<file path="src/rtl/core/lcsf_pkg.sv">
// ----------------------------------------------------------------------------
// lcsf_pkg
// Shared types and constants of the load cell sample filter: filter depth,
// derived widths, register indexes, fault codes and sequencer states.
// ----------------------------------------------------------------------------
package lcsf_pkg;

   localparam int FILTER_DEPTH = 16;

   localparam int WEIGHT_W = 16;
   localparam int RAW_W    = 16;
   localparam int GAIN_W   = 24;
   localparam int WINDOW_W = 5;
   localparam int HYST_W   = 16;
   localparam int ERRLIM_W = 8;
   localparam int STKLIM_W = 16;
   localparam int PROD_W   = WEIGHT_W + GAIN_W;

   // Ring pointer, entry count and accumulator widths follow the depth.
   localparam int PTR_W  = (FILTER_DEPTH > 1) ? $clog2(FILTER_DEPTH) : 1;
   localparam int CNT_W  = $clog2(FILTER_DEPTH + 1);
   localparam int SUM_W  = WEIGHT_W + CNT_W;
   localparam int WIDE_W = (CNT_W > WINDOW_W) ? CNT_W : WINDOW_W;
   localparam int STEP_W = $clog2(SUM_W + 1);

   localparam int CSR_INDEX_W = 3;
   localparam int CSR_DATA_W  = 24;

   localparam logic [CSR_INDEX_W-1:0] CSR_TARE       = 3'd0;
   localparam logic [CSR_INDEX_W-1:0] CSR_GAIN       = 3'd1;
   localparam logic [CSR_INDEX_W-1:0] CSR_WINDOW     = 3'd2;
   localparam logic [CSR_INDEX_W-1:0] CSR_HYSTERESIS = 3'd3;
   localparam logic [CSR_INDEX_W-1:0] CSR_ERROR_LIM  = 3'd4;
   localparam logic [CSR_INDEX_W-1:0] CSR_STUCK_LIM  = 3'd5;

   localparam logic [RAW_W-1:0]    READ_ERROR_CODE = 16'hFFFF;
   localparam logic [WEIGHT_W-1:0] WEIGHT_MAX      = 16'hFFFF;

   typedef enum logic [1:0] {
      FAULT_NONE  = 2'd0,
      FAULT_ERROR = 2'd1,
      FAULT_STUCK = 2'd2
   } fault_type;

   typedef enum logic [2:0] {
      ST_IDLE,
      ST_CHECK,
      ST_SCALE,
      ST_WRITE,
      ST_READ,
      ST_DIVIDE,
      ST_UPDATE,
      ST_DONE
   } state_type;

endpackage

</file>
<file path="src/rtl/core/lcsf_ring.sv">
// ----------------------------------------------------------------------------
// lcsf_ring
// Weight ring memory: one write port and one read port with registered data.
// ----------------------------------------------------------------------------
module lcsf_ring
   import lcsf_pkg::*;
(
   input  logic                clock,
   input  logic                wr_en,
   input  logic [PTR_W-1:0]    wr_addr,
   input  logic [WEIGHT_W-1:0] wr_data,
   input  logic                rd_en,
   input  logic [PTR_W-1:0]    rd_addr,
   output logic [WEIGHT_W-1:0] rd_data
);

   logic [WEIGHT_W-1:0] mem [FILTER_DEPTH];
   logic [WEIGHT_W-1:0] rd_data_ff;

   always_ff @(posedge clock) begin
      if (wr_en) begin
         mem[wr_addr] <= wr_data;
      end
   end

   always_ff @(posedge clock) begin
      if (rd_en) begin
         rd_data_ff <= mem[rd_addr];
      end
   end

   assign rd_data = rd_data_ff;

endmodule

</file>
<file path="src/rtl/core/lcsf_divider.sv">
// ----------------------------------------------------------------------------
// lcsf_divider
// Restoring divider: one quotient bit per cycle.
// ----------------------------------------------------------------------------
module lcsf_divider
   import lcsf_pkg::*;
(
   input  logic             clock,
   input  logic             reset,
   input  logic             start,
   input  logic [SUM_W-1:0] dividend,
   input  logic [CNT_W-1:0] divisor,
   output logic             done,
   output logic [SUM_W-1:0] quotient
);

   logic [SUM_W-1:0]  quo_ff, quo_in;
   logic [CNT_W-1:0]  rem_ff, rem_in;
   logic [CNT_W-1:0]  dvs_ff, dvs_in;
   logic [STEP_W-1:0] step_ff, step_in;
   logic              busy_ff, busy_in;
   logic              done_ff, done_in;
   logic [CNT_W:0]    trial;

   always_comb begin
      quo_in  = quo_ff;
      rem_in  = rem_ff;
      dvs_in  = dvs_ff;
      step_in = step_ff;
      busy_in = busy_ff;
      done_in = 1'b0;
      trial   = {rem_ff, quo_ff[SUM_W-1]};
      if (start) begin
         quo_in  = dividend;
         rem_in  = '0;
         dvs_in  = divisor;
         step_in = STEP_W'(SUM_W);
         busy_in = 1'b1;
      end else if (busy_ff) begin
         // The partial remainder stays below the divisor, so it fits CNT_W bits.
         if (trial >= {1'b0, dvs_ff}) begin
            rem_in = CNT_W'(trial - {1'b0, dvs_ff});
            quo_in = {quo_ff[SUM_W-2:0], 1'b1};
         end else begin
            rem_in = trial[CNT_W-1:0];
            quo_in = {quo_ff[SUM_W-2:0], 1'b0};
         end
         step_in = step_ff - 1'b1;
         if (step_ff == STEP_W'(1)) begin
            busy_in = 1'b0;
            done_in = 1'b1;
         end
      end
   end

   always_ff @(posedge clock) begin
      if (reset) begin
         busy_ff <= 1'b0;
         done_ff <= 1'b0;
      end else begin
         busy_ff <= busy_in;
         done_ff <= done_in;
      end
   end

   always_ff @(posedge clock) begin
      quo_ff  <= quo_in;
      rem_ff  <= rem_in;
      dvs_ff  <= dvs_in;
      step_ff <= step_in;
   end

   assign done     = done_ff;
   assign quotient = quo_ff;

endmodule

</file>
<file path="src/rtl/core/load_cell_sample_filter.sv">
// ----------------------------------------------------------------------------
// load_cell_sample_filter
// Watchdog, tare and gain scaling, moving average and hysteresis for load
// cell converter samples.
// ----------------------------------------------------------------------------
// One word is taken at a time. A clear, a failed sensor, an error code, a stuck
// hit or a sample out of position passes from the check state to the done
// state, which registers its result on the output once the output is free, and
// the next word can be taken when the sequencer is back in idle. A sample in
// position also passes the scale, write, read, divide and update states: the
// ring is read one entry a cycle into a single accumulator and the mean comes
// from a one-bit-per-cycle divider. The input stalls while an item is at work;
// a finished result may wait on the output while the next word is taken.
// Configuration writes are always ready.
// ----------------------------------------------------------------------------
module load_cell_sample_filter
   import lcsf_pkg::*;
(
   input  logic                   clock,
   input  logic                   reset,
   input  logic                   req_valid,
   output logic                   req_stall,
   input  logic                   req_action,
   input  logic [RAW_W-1:0]       req_raw_sample,
   input  logic                   req_in_position,
   output logic                   rsp_valid,
   input  logic                   rsp_stall,
   output logic [WEIGHT_W-1:0]    rsp_shown_weight,
   output logic [WEIGHT_W-1:0]    rsp_instant_weight,
   output logic                   rsp_sensor_ok,
   output logic [1:0]             rsp_fault_cause,
   output logic                   rsp_shown_changed,
   input  logic                   csr_valid,
   output logic                   csr_ready,
   input  logic [CSR_INDEX_W-1:0] csr_index,
   input  logic [CSR_DATA_W-1:0]  csr_wdata
);

   // Configuration registers.
   logic signed [RAW_W-1:0] tare_ff;
   logic [GAIN_W-1:0]       gain_ff;
   logic [WINDOW_W-1:0]     window_ff;
   logic [HYST_W-1:0]       hyst_ff;
   logic [ERRLIM_W-1:0]     err_lim_ff;
   logic [STKLIM_W-1:0]     stk_lim_ff;

   // Sequencer and filter state.
   state_type            state_ff, state_in;
   logic                 action_ff, action_in;
   logic [RAW_W-1:0]     raw_ff, raw_in;
   logic                 pos_ff, pos_in;
   logic [PTR_W-1:0]     wpos_ff, wpos_in;
   logic [CNT_W-1:0]     fill_ff, fill_in;
   logic [WEIGHT_W-1:0]  last_ff, last_in;
   logic [WEIGHT_W-1:0]  shown_ff, shown_in;
   logic [WEIGHT_W-1:0]  inst_ff, inst_in;
   logic                 alive_ff, alive_in;
   logic [ERRLIM_W-1:0]  err_run_ff, err_run_in;
   logic [STKLIM_W-1:0]  same_run_ff, same_run_in;
   logic [RAW_W-1:0]     prev_ff, prev_in;
   fault_type            cause_ff, cause_in;
   logic                 changed_ff, changed_in;
   logic                 dpos_ff, dpos_in;
   logic [PROD_W-1:0]    prod_ff, prod_in;
   logic [CNT_W-1:0]     n_ff, n_in;
   logic [CNT_W-1:0]     issued_ff, issued_in;
   logic [PTR_W-1:0]     rptr_ff, rptr_in;
   logic                 pending_ff, pending_in;
   logic [SUM_W-1:0]     acc_ff, acc_in;

   // Output register.
   logic                 rsp_valid_ff, rsp_valid_in;
   logic [WEIGHT_W-1:0]  rsp_shown_ff, rsp_shown_in;
   logic [WEIGHT_W-1:0]  rsp_inst_ff, rsp_inst_in;
   logic                 rsp_ok_ff, rsp_ok_in;
   fault_type            rsp_cause_ff, rsp_cause_in;
   logic                 rsp_changed_ff, rsp_changed_in;

   // Datapath helpers.
   logic signed [RAW_W:0] diff_counts;
   logic [WEIGHT_W-1:0]   weight;
   logic [WIDE_W-1:0]     win_wide;
   logic [WIDE_W-1:0]     fill_wide;
   logic [CNT_W-1:0]      fill_next;
   logic [WEIGHT_W-1:0]   mean;
   logic [WEIGHT_W-1:0]   delta;
   logic                  ring_we;
   logic                  ring_re;
   logic [WEIGHT_W-1:0]   ring_rdata;
   logic                  div_start;
   logic                  div_done;
   logic [SUM_W-1:0]      div_quotient;
   logic                  accept;

   assign accept    = req_valid && !req_stall;
   assign req_stall = (state_ff != ST_IDLE);
   assign csr_ready = 1'b1;

   always_ff @(posedge clock) begin
      if (reset) begin
         tare_ff    <= '0;
         gain_ff    <= GAIN_W'(65536);
         window_ff  <= WINDOW_W'(8);
         hyst_ff    <= '0;
         err_lim_ff <= ERRLIM_W'(5);
         stk_lim_ff <= STKLIM_W'(50);
      end else if (csr_valid && csr_ready) begin
         case (csr_index)
            CSR_TARE:       tare_ff    <= csr_wdata[RAW_W-1:0];
            CSR_GAIN:       gain_ff    <= csr_wdata[GAIN_W-1:0];
            CSR_WINDOW:     window_ff  <= csr_wdata[WINDOW_W-1:0];
            CSR_HYSTERESIS: hyst_ff    <= csr_wdata[HYST_W-1:0];
            CSR_ERROR_LIM:  err_lim_ff <= csr_wdata[ERRLIM_W-1:0];
            CSR_STUCK_LIM:  stk_lim_ff <= csr_wdata[STKLIM_W-1:0];
            default: begin
            end
         endcase
      end
   end

   lcsf_ring u_ring (
      .clock   (clock),
      .wr_en   (ring_we),
      .wr_addr (wpos_ff),
      .wr_data (weight),
      .rd_en   (ring_re),
      .rd_addr (rptr_ff),
      .rd_data (ring_rdata)
   );

   lcsf_divider u_divider (
      .clock    (clock),
      .reset    (reset),
      .start    (div_start),
      .dividend (acc_ff),
      .divisor  (n_ff),
      .done     (div_done),
      .quotient (div_quotient)
   );

   assign diff_counts = (RAW_W+1)'($signed(raw_ff)) - (RAW_W+1)'(tare_ff);

   // Truncated product, zero for a non-positive difference, saturated at the top.
   always_comb begin
      if (!dpos_ff) begin
         weight = '0;
      end else if (|prod_ff[PROD_W-1:WEIGHT_W+16]) begin
         weight = WEIGHT_MAX;
      end else begin
         weight = prod_ff[WEIGHT_W+15:16];
      end
   end

   assign fill_next = (fill_ff == CNT_W'(FILTER_DEPTH)) ? fill_ff : fill_ff + 1'b1;
   assign fill_wide = WIDE_W'(fill_next);
   assign win_wide  = (window_ff == '0) ? WIDE_W'(1) : WIDE_W'(window_ff);
   assign mean      = div_quotient[WEIGHT_W-1:0];
   assign delta     = (mean >= last_ff) ? mean - last_ff : last_ff - mean;

   always_comb begin
      state_in    = state_ff;
      action_in   = action_ff;
      raw_in      = raw_ff;
      pos_in      = pos_ff;
      wpos_in     = wpos_ff;
      fill_in     = fill_ff;
      last_in     = last_ff;
      shown_in    = shown_ff;
      inst_in     = inst_ff;
      alive_in    = alive_ff;
      err_run_in  = err_run_ff;
      same_run_in = same_run_ff;
      prev_in     = prev_ff;
      cause_in    = cause_ff;
      changed_in  = changed_ff;
      dpos_in     = dpos_ff;
      prod_in     = prod_ff;
      n_in        = n_ff;
      issued_in   = issued_ff;
      rptr_in     = rptr_ff;
      pending_in  = 1'b0;
      acc_in      = acc_ff;
      ring_we     = 1'b0;
      ring_re     = 1'b0;
      div_start   = 1'b0;

      rsp_valid_in   = rsp_valid_ff && rsp_stall;
      rsp_shown_in   = rsp_shown_ff;
      rsp_inst_in    = rsp_inst_ff;
      rsp_ok_in      = rsp_ok_ff;
      rsp_cause_in   = rsp_cause_ff;
      rsp_changed_in = rsp_changed_ff;

      case (state_ff)
         ST_IDLE: begin
            if (accept) begin
               action_in  = req_action;
               raw_in     = req_raw_sample;
               pos_in     = req_in_position;
               cause_in   = FAULT_NONE;
               changed_in = 1'b0;
               state_in   = ST_CHECK;
            end
         end
         ST_CHECK: begin
            state_in = ST_DONE;
            if (action_ff) begin
               wpos_in  = '0;
               fill_in  = '0;
               last_in  = '0;
               shown_in = '0;
            end else if (alive_ff) begin
               if (raw_ff == READ_ERROR_CODE) begin
                  err_run_in = (err_run_ff == '1) ? err_run_ff : err_run_ff + 1'b1;
                  if (err_run_in >= err_lim_ff) begin
                     alive_in   = 1'b0;
                     err_run_in = '0;
                     cause_in   = FAULT_ERROR;
                  end
               end else begin
                  err_run_in = '0;
                  if (raw_ff == prev_ff) begin
                     same_run_in = (same_run_ff == '1) ? same_run_ff : same_run_ff + 1'b1;
                     if (same_run_in >= stk_lim_ff) begin
                        alive_in    = 1'b0;
                        same_run_in = '0;
                        cause_in    = FAULT_STUCK;
                     end else if (pos_ff) begin
                        state_in = ST_SCALE;
                     end
                  end else begin
                     same_run_in = '0;
                     prev_in     = raw_ff;
                     if (pos_ff) begin
                        state_in = ST_SCALE;
                     end
                  end
               end
            end
         end
         ST_SCALE: begin
            dpos_in  = (diff_counts > 0);
            prod_in  = PROD_W'(diff_counts[WEIGHT_W-1:0]) * PROD_W'(gain_ff);
            state_in = ST_WRITE;
         end
         ST_WRITE: begin
            ring_we   = 1'b1;
            inst_in   = weight;
            wpos_in   = (wpos_ff == PTR_W'(FILTER_DEPTH - 1)) ? '0 : wpos_ff + 1'b1;
            fill_in   = fill_next;
            n_in      = (win_wide < fill_wide) ? CNT_W'(win_wide) : fill_next;
            rptr_in   = wpos_ff;
            issued_in = '0;
            acc_in    = '0;
            state_in  = ST_READ;
         end
         ST_READ: begin
            // Reads walk back from the newest entry; the registered data lands in the next cycle.
            if (pending_ff) begin
               acc_in = acc_ff + SUM_W'(ring_rdata);
            end
            if (issued_ff != n_ff) begin
               ring_re    = 1'b1;
               pending_in = 1'b1;
               issued_in  = issued_ff + 1'b1;
               rptr_in    = (rptr_ff == '0) ? PTR_W'(FILTER_DEPTH - 1) : rptr_ff - 1'b1;
            end else if (!pending_ff) begin
               div_start = 1'b1;
               state_in  = ST_DIVIDE;
            end
         end
         ST_DIVIDE: begin
            if (div_done) begin
               state_in = ST_UPDATE;
            end
         end
         ST_UPDATE: begin
            if (delta >= hyst_ff) begin
               shown_in   = mean;
               last_in    = mean;
               changed_in = 1'b1;
            end
            state_in = ST_DONE;
         end
         ST_DONE: begin
            if (!rsp_valid_ff || !rsp_stall) begin
               rsp_valid_in   = 1'b1;
               rsp_shown_in   = shown_ff;
               rsp_inst_in    = inst_ff;
               rsp_ok_in      = alive_ff;
               rsp_cause_in   = cause_ff;
               rsp_changed_in = changed_ff;
               state_in       = ST_IDLE;
            end
         end
         default: begin
            state_in = ST_IDLE;
         end
      endcase
   end

   always_ff @(posedge clock) begin
      if (reset) begin
         state_ff     <= ST_IDLE;
         wpos_ff      <= '0;
         fill_ff      <= '0;
         last_ff      <= '0;
         shown_ff     <= '0;
         inst_ff      <= '0;
         alive_ff     <= 1'b1;
         err_run_ff   <= '0;
         same_run_ff  <= '0;
         prev_ff      <= '0;
         pending_ff   <= 1'b0;
         rsp_valid_ff <= 1'b0;
      end else begin
         state_ff     <= state_in;
         wpos_ff      <= wpos_in;
         fill_ff      <= fill_in;
         last_ff      <= last_in;
         shown_ff     <= shown_in;
         inst_ff      <= inst_in;
         alive_ff     <= alive_in;
         err_run_ff   <= err_run_in;
         same_run_ff  <= same_run_in;
         prev_ff      <= prev_in;
         pending_ff   <= pending_in;
         rsp_valid_ff <= rsp_valid_in;
      end
   end

   always_ff @(posedge clock) begin
      action_ff      <= action_in;
      raw_ff         <= raw_in;
      pos_ff         <= pos_in;
      cause_ff       <= cause_in;
      changed_ff     <= changed_in;
      dpos_ff        <= dpos_in;
      prod_ff        <= prod_in;
      n_ff           <= n_in;
      issued_ff      <= issued_in;
      rptr_ff        <= rptr_in;
      acc_ff         <= acc_in;
      rsp_shown_ff   <= rsp_shown_in;
      rsp_inst_ff    <= rsp_inst_in;
      rsp_ok_ff      <= rsp_ok_in;
      rsp_cause_ff   <= rsp_cause_in;
      rsp_changed_ff <= rsp_changed_in;
   end

   assign rsp_valid          = rsp_valid_ff;
   assign rsp_shown_weight   = rsp_shown_ff;
   assign rsp_instant_weight = rsp_inst_ff;
   assign rsp_sensor_ok      = rsp_ok_ff;
   assign rsp_fault_cause    = rsp_cause_ff;
   assign rsp_shown_changed  = rsp_changed_ff;

endmodule

</file>
<file path="config.mk">
export PLATFORM = sky130hd
export DESIGN_NAME = load_cell_sample_filter
export DESIGN_NICKNAME = d
export VERILOG_FILES = /design/src/rtl/core/lcsf_pkg.sv /design/src/rtl/core/lcsf_ring.sv /design/src/rtl/core/lcsf_divider.sv /design/src/rtl/core/load_cell_sample_filter.sv
export SDC_FILE = /design/constraint.sdc
export NUM_CORES = 2
export LEC_CHECK = 0
export BUFFER_PORTS_ARGS = -buffer_cell sky130_fd_sc_hd__buf_4
export CAP_MARGIN = 20
export CORE_MARGIN = 2
export CORE_UTILIZATION = 64
export DETAILED_ROUTE_END_ITERATION = 16
export PLACE_DENSITY = 0.81
export SYNTH_ARGS = -nofsm -noshare
export SYNTH_HDL_FRONTEND = slang
export SYNTH_SLANG_ARGS = --single-unit
</file>
<file path="constraint.sdc">
create_clock -name clock -period 10.5 [get_ports clock]
set_input_delay 3.15 -clock clock [delete_from_list [all_inputs] [get_ports clock]]
set_output_delay 3.15 -clock clock [all_outputs]
set_load 0.05 [all_outputs]
</file>
==> flow_metrics.tcl <==
set metrics [dict create \
    status "finished clean" \
    cts_sinks 599 \
    avgRoutedWirePerCell_um 21.60 \
    die_height_um 251.9 \
    seq_area_frac_synth 0.4104 \
    grt_setup_unrepaired "no" \
    grt_pass1_vias 28200 \
    grt_overflow 0 \
    worstRegToRegCells 28 \
    synth-main-ff-cell "edfxtp_1" \
    critPathSlowestCell "fa_1" \
    timing.hold.ws_ns 0.4198 \
    instances_no_fill 4507 \
    htree_levels 2 \
    synth_edf_count 415 \
    clockBufferDepth 3 \
    cts_tree "built" \
    grt_usage 0.3150 \
    synthDistinctLibCells 91 \
    core_area_sq_um 60580 \
    io-pin-count 89 \
    gp_congestion 0.9477 \
    critPathKind "reg -> reg" \
    area_growth_pct 9.125 \
    finalHoldViolations 0 \
    tns_ns 0 \
    peakVddDrop_uv 126.7 \
    ant_nets 0 \
    p_per_area_nw_per_um2 175.7 \
    chipWidth_um 251.9 \
    worst_slack_ns 1.598 \
    hold_class "reg -> reg" \
    cp_data_arrival_time_ns 9.30 \
    async_flop_share 0 \
    vias 27400 \
    cp.depth 28 \
    crit_top_cell "fa_1" \
    first_pass_iters 6 \
    syn_area_per_cell_sq_um 10.82 \
    insertion_delay_ns 0.65 \
    rows 90 \
    cap_viol_max_count 0 \
    drt-total-wl_mm 97.36 \
    grt_pass1_wl_mm 154.3 \
    drt_iter0_drc 2403 \
    fin_skew_ns 0.02768 \
    finalMaxSlewViolations 0 \
    port_buffers 87 \
    initial_utilization 0.6494 \
    ys.warnings.count 0 \
    critPathBufInv 4 \
    gr-usage-met2 0.5073 \
    finalSetupViolCount 0 \
    post-place-cells 4389 \
    clkTransAtPathRegs_ns 0.06 \
    grt_max_degree 96 \
    p_leak_nw 17.89 \
    drt-vias-per-instance 6.080 \
    required_ns 10.90 \
    dp_slack_ns 1.762 \
    whs_path_depth 0 \
    period_share 0.8478 \
    worst_pin_slew_ns 1.100 \
    syn_nets 4231 \
    end_kind "flop" \
    final_nets 4268 \
    antenna_found_initial 2 \
    path_delay_family "adder cells" \
    place_hpwl_mm 64.52 \
    syn_inst 3636 \
    relSlewSlack 0.2667 \
    busiest_layer "met2" \
    cts_setup_buffers 0 \
    period_needed_ns 8.902 \
    cp_max_fo 15 \
    drcViolationCount 0 \
    cts_hold_buf 0 \
    max_freq_ghz 0.1123 \
    dieArea_sq_um 63470 \
    met3_usage 0.05829 \
    startpoint_type "flop" \
    cts_made_buffers 60 \
    cts_resized 0 \
    root_buffer "clkbuf_16" \
    crit_path_max_incr_delay_ns 0.55 \
    drive_gt1_frac 0.09667 \
    syn_area_sq_um 39340 \
    use_met1 0.4251 \
    ys_ff_latch 599 \
]
==> stage by stage <==
step                instance area (sq um)  total power [mW]    util
finish                              42930             7.544  0.7086
global route                        42930             7.903  0.7086
CTS                                 42880             7.528  0.7078
detailed placement                  40840             5.303  0.6742
global placement                    40840             5.227  0.6742
floorplan                           39340             4.604       -
==> power breakdown <==
part	internal (mW)	switching (mW)	total (mW)
registers	2.78	0.129	2.91
clock network	1.27	0.937	2.20
logic	0.906	1.53	2.44
==> placed cells by master (no fill, tap or decap), types with 80 or more instances in the layout <==
master    count
and2_1      109
inv_1       508
mux4_2       80
ha_1        235
nand2_1     534
buf_4       133
a21oi_1     205
dfxtp_1     184
edfxtp_1    415
nor2_1      143
fa_1        310
==> final timing paths <==
path / start / endpoint / slack, ns
max: raw_ff[4] / prod_ff[30] / 1.60
min: cause_ff[1] / rsp_fault_cause[1] / 0.42
max reg2reg: raw_ff[4] / prod_ff[30] / 1.60
min reg2reg: cause_ff[1] / rsp_fault_cause[1] / 0.42
==> logic make-up after synthesis <==
kind of cell	after synthesis	share of synthesized area
buf+inv	673	0.06498
flops	599	0.4104
simple gates	1084	0.1285
xor+xnor	98	0.02182
fa+ha+maj	545	0.2325
other cells	1	0.00009532
compound gates	500	0.08142
mux	136	0.06027
==> synthesized netlist by cell type, types with 5 or more instances <==
cell      count  share of area
dfxtp_1     184          0.094
a31oi_1       8         0.0013
inv_1       508          0.048
nor2b_1      32         0.0051
and3_1       47         0.0075
nand3b_1     11         0.0021
mux4_2       80          0.046
nand4_1      34         0.0054
clkbuf_1    142          0.014
nor2_1      145          0.014
mux2i_1      49          0.012
a22oi_1       8         0.0015
o21a_1       34         0.0065
edfxtp_1    415           0.32
a211o_1       7         0.0016
o21ai_1       8         0.0010
nor3_1       29         0.0037
a21o_1       56          0.011
nor4_1       11         0.0017
buf_1        11         0.0010
nand2_1     534          0.051
fa_1        310           0.16
buf_2         6        0.00076
o211ai_1      5        0.00095
or3_1        11         0.0017
or4_1         6         0.0011
and4_1        5         0.0011
or2_2         5        0.00080
o21bai_1     14         0.0027
xnor2_1      54          0.012
nor3b_1       5        0.00095
o21ai_0      61         0.0078
mux2_2        6         0.0017
nand2b_1     36         0.0057
o31ai_1      21         0.0040
and2_1      109          0.017
nand3_1      52         0.0066
a21oi_1     207          0.026
a211oi_1     13         0.0025
ha_1        235          0.075
xor2_1       44         0.0098
==> metal layers <==
layer | routed length [um] | vias to the layer above
met5 | 18 | -
met4 | 4032 | 2
met3 | 9180 | 277
met2 | 45740 | 1384
met1 | 38390 | 13430
li1 | - | 12310
==> area by class of cell <==
cell class	count	area, sq um
Clock inverter	29	362.8
Timing Repair Buffer	138	1059
Clock buffer	84	1673
Sequential cell	599	16150
Inverter	510	1914
Multi-Input combinational cell	2364	20790
Tap cell	782	978.4
Fill cell	4178	17650
Antenna cell	1	2.502
==> flip-flops by register name (all words and copies together) (netlist names), 8 cells and up <==
register            count
tare_ff                16
acc_ff                 21
u_ring.rd_data         16
shown_ff               16
raw_ff                 16
err_lim_ff              8
u_ring.mem            256
prod_ff                24
prev_ff                16
inst_ff                16
u_divider.quotient     21
same_run_ff            16
gain_ff                24
rsp_shown_weight       16
hyst_ff                16
stk_lim_ff             16
rsp_instant_weight     16
err_run_ff              8
Note: power is estimated with default switching activity, not from simulation.
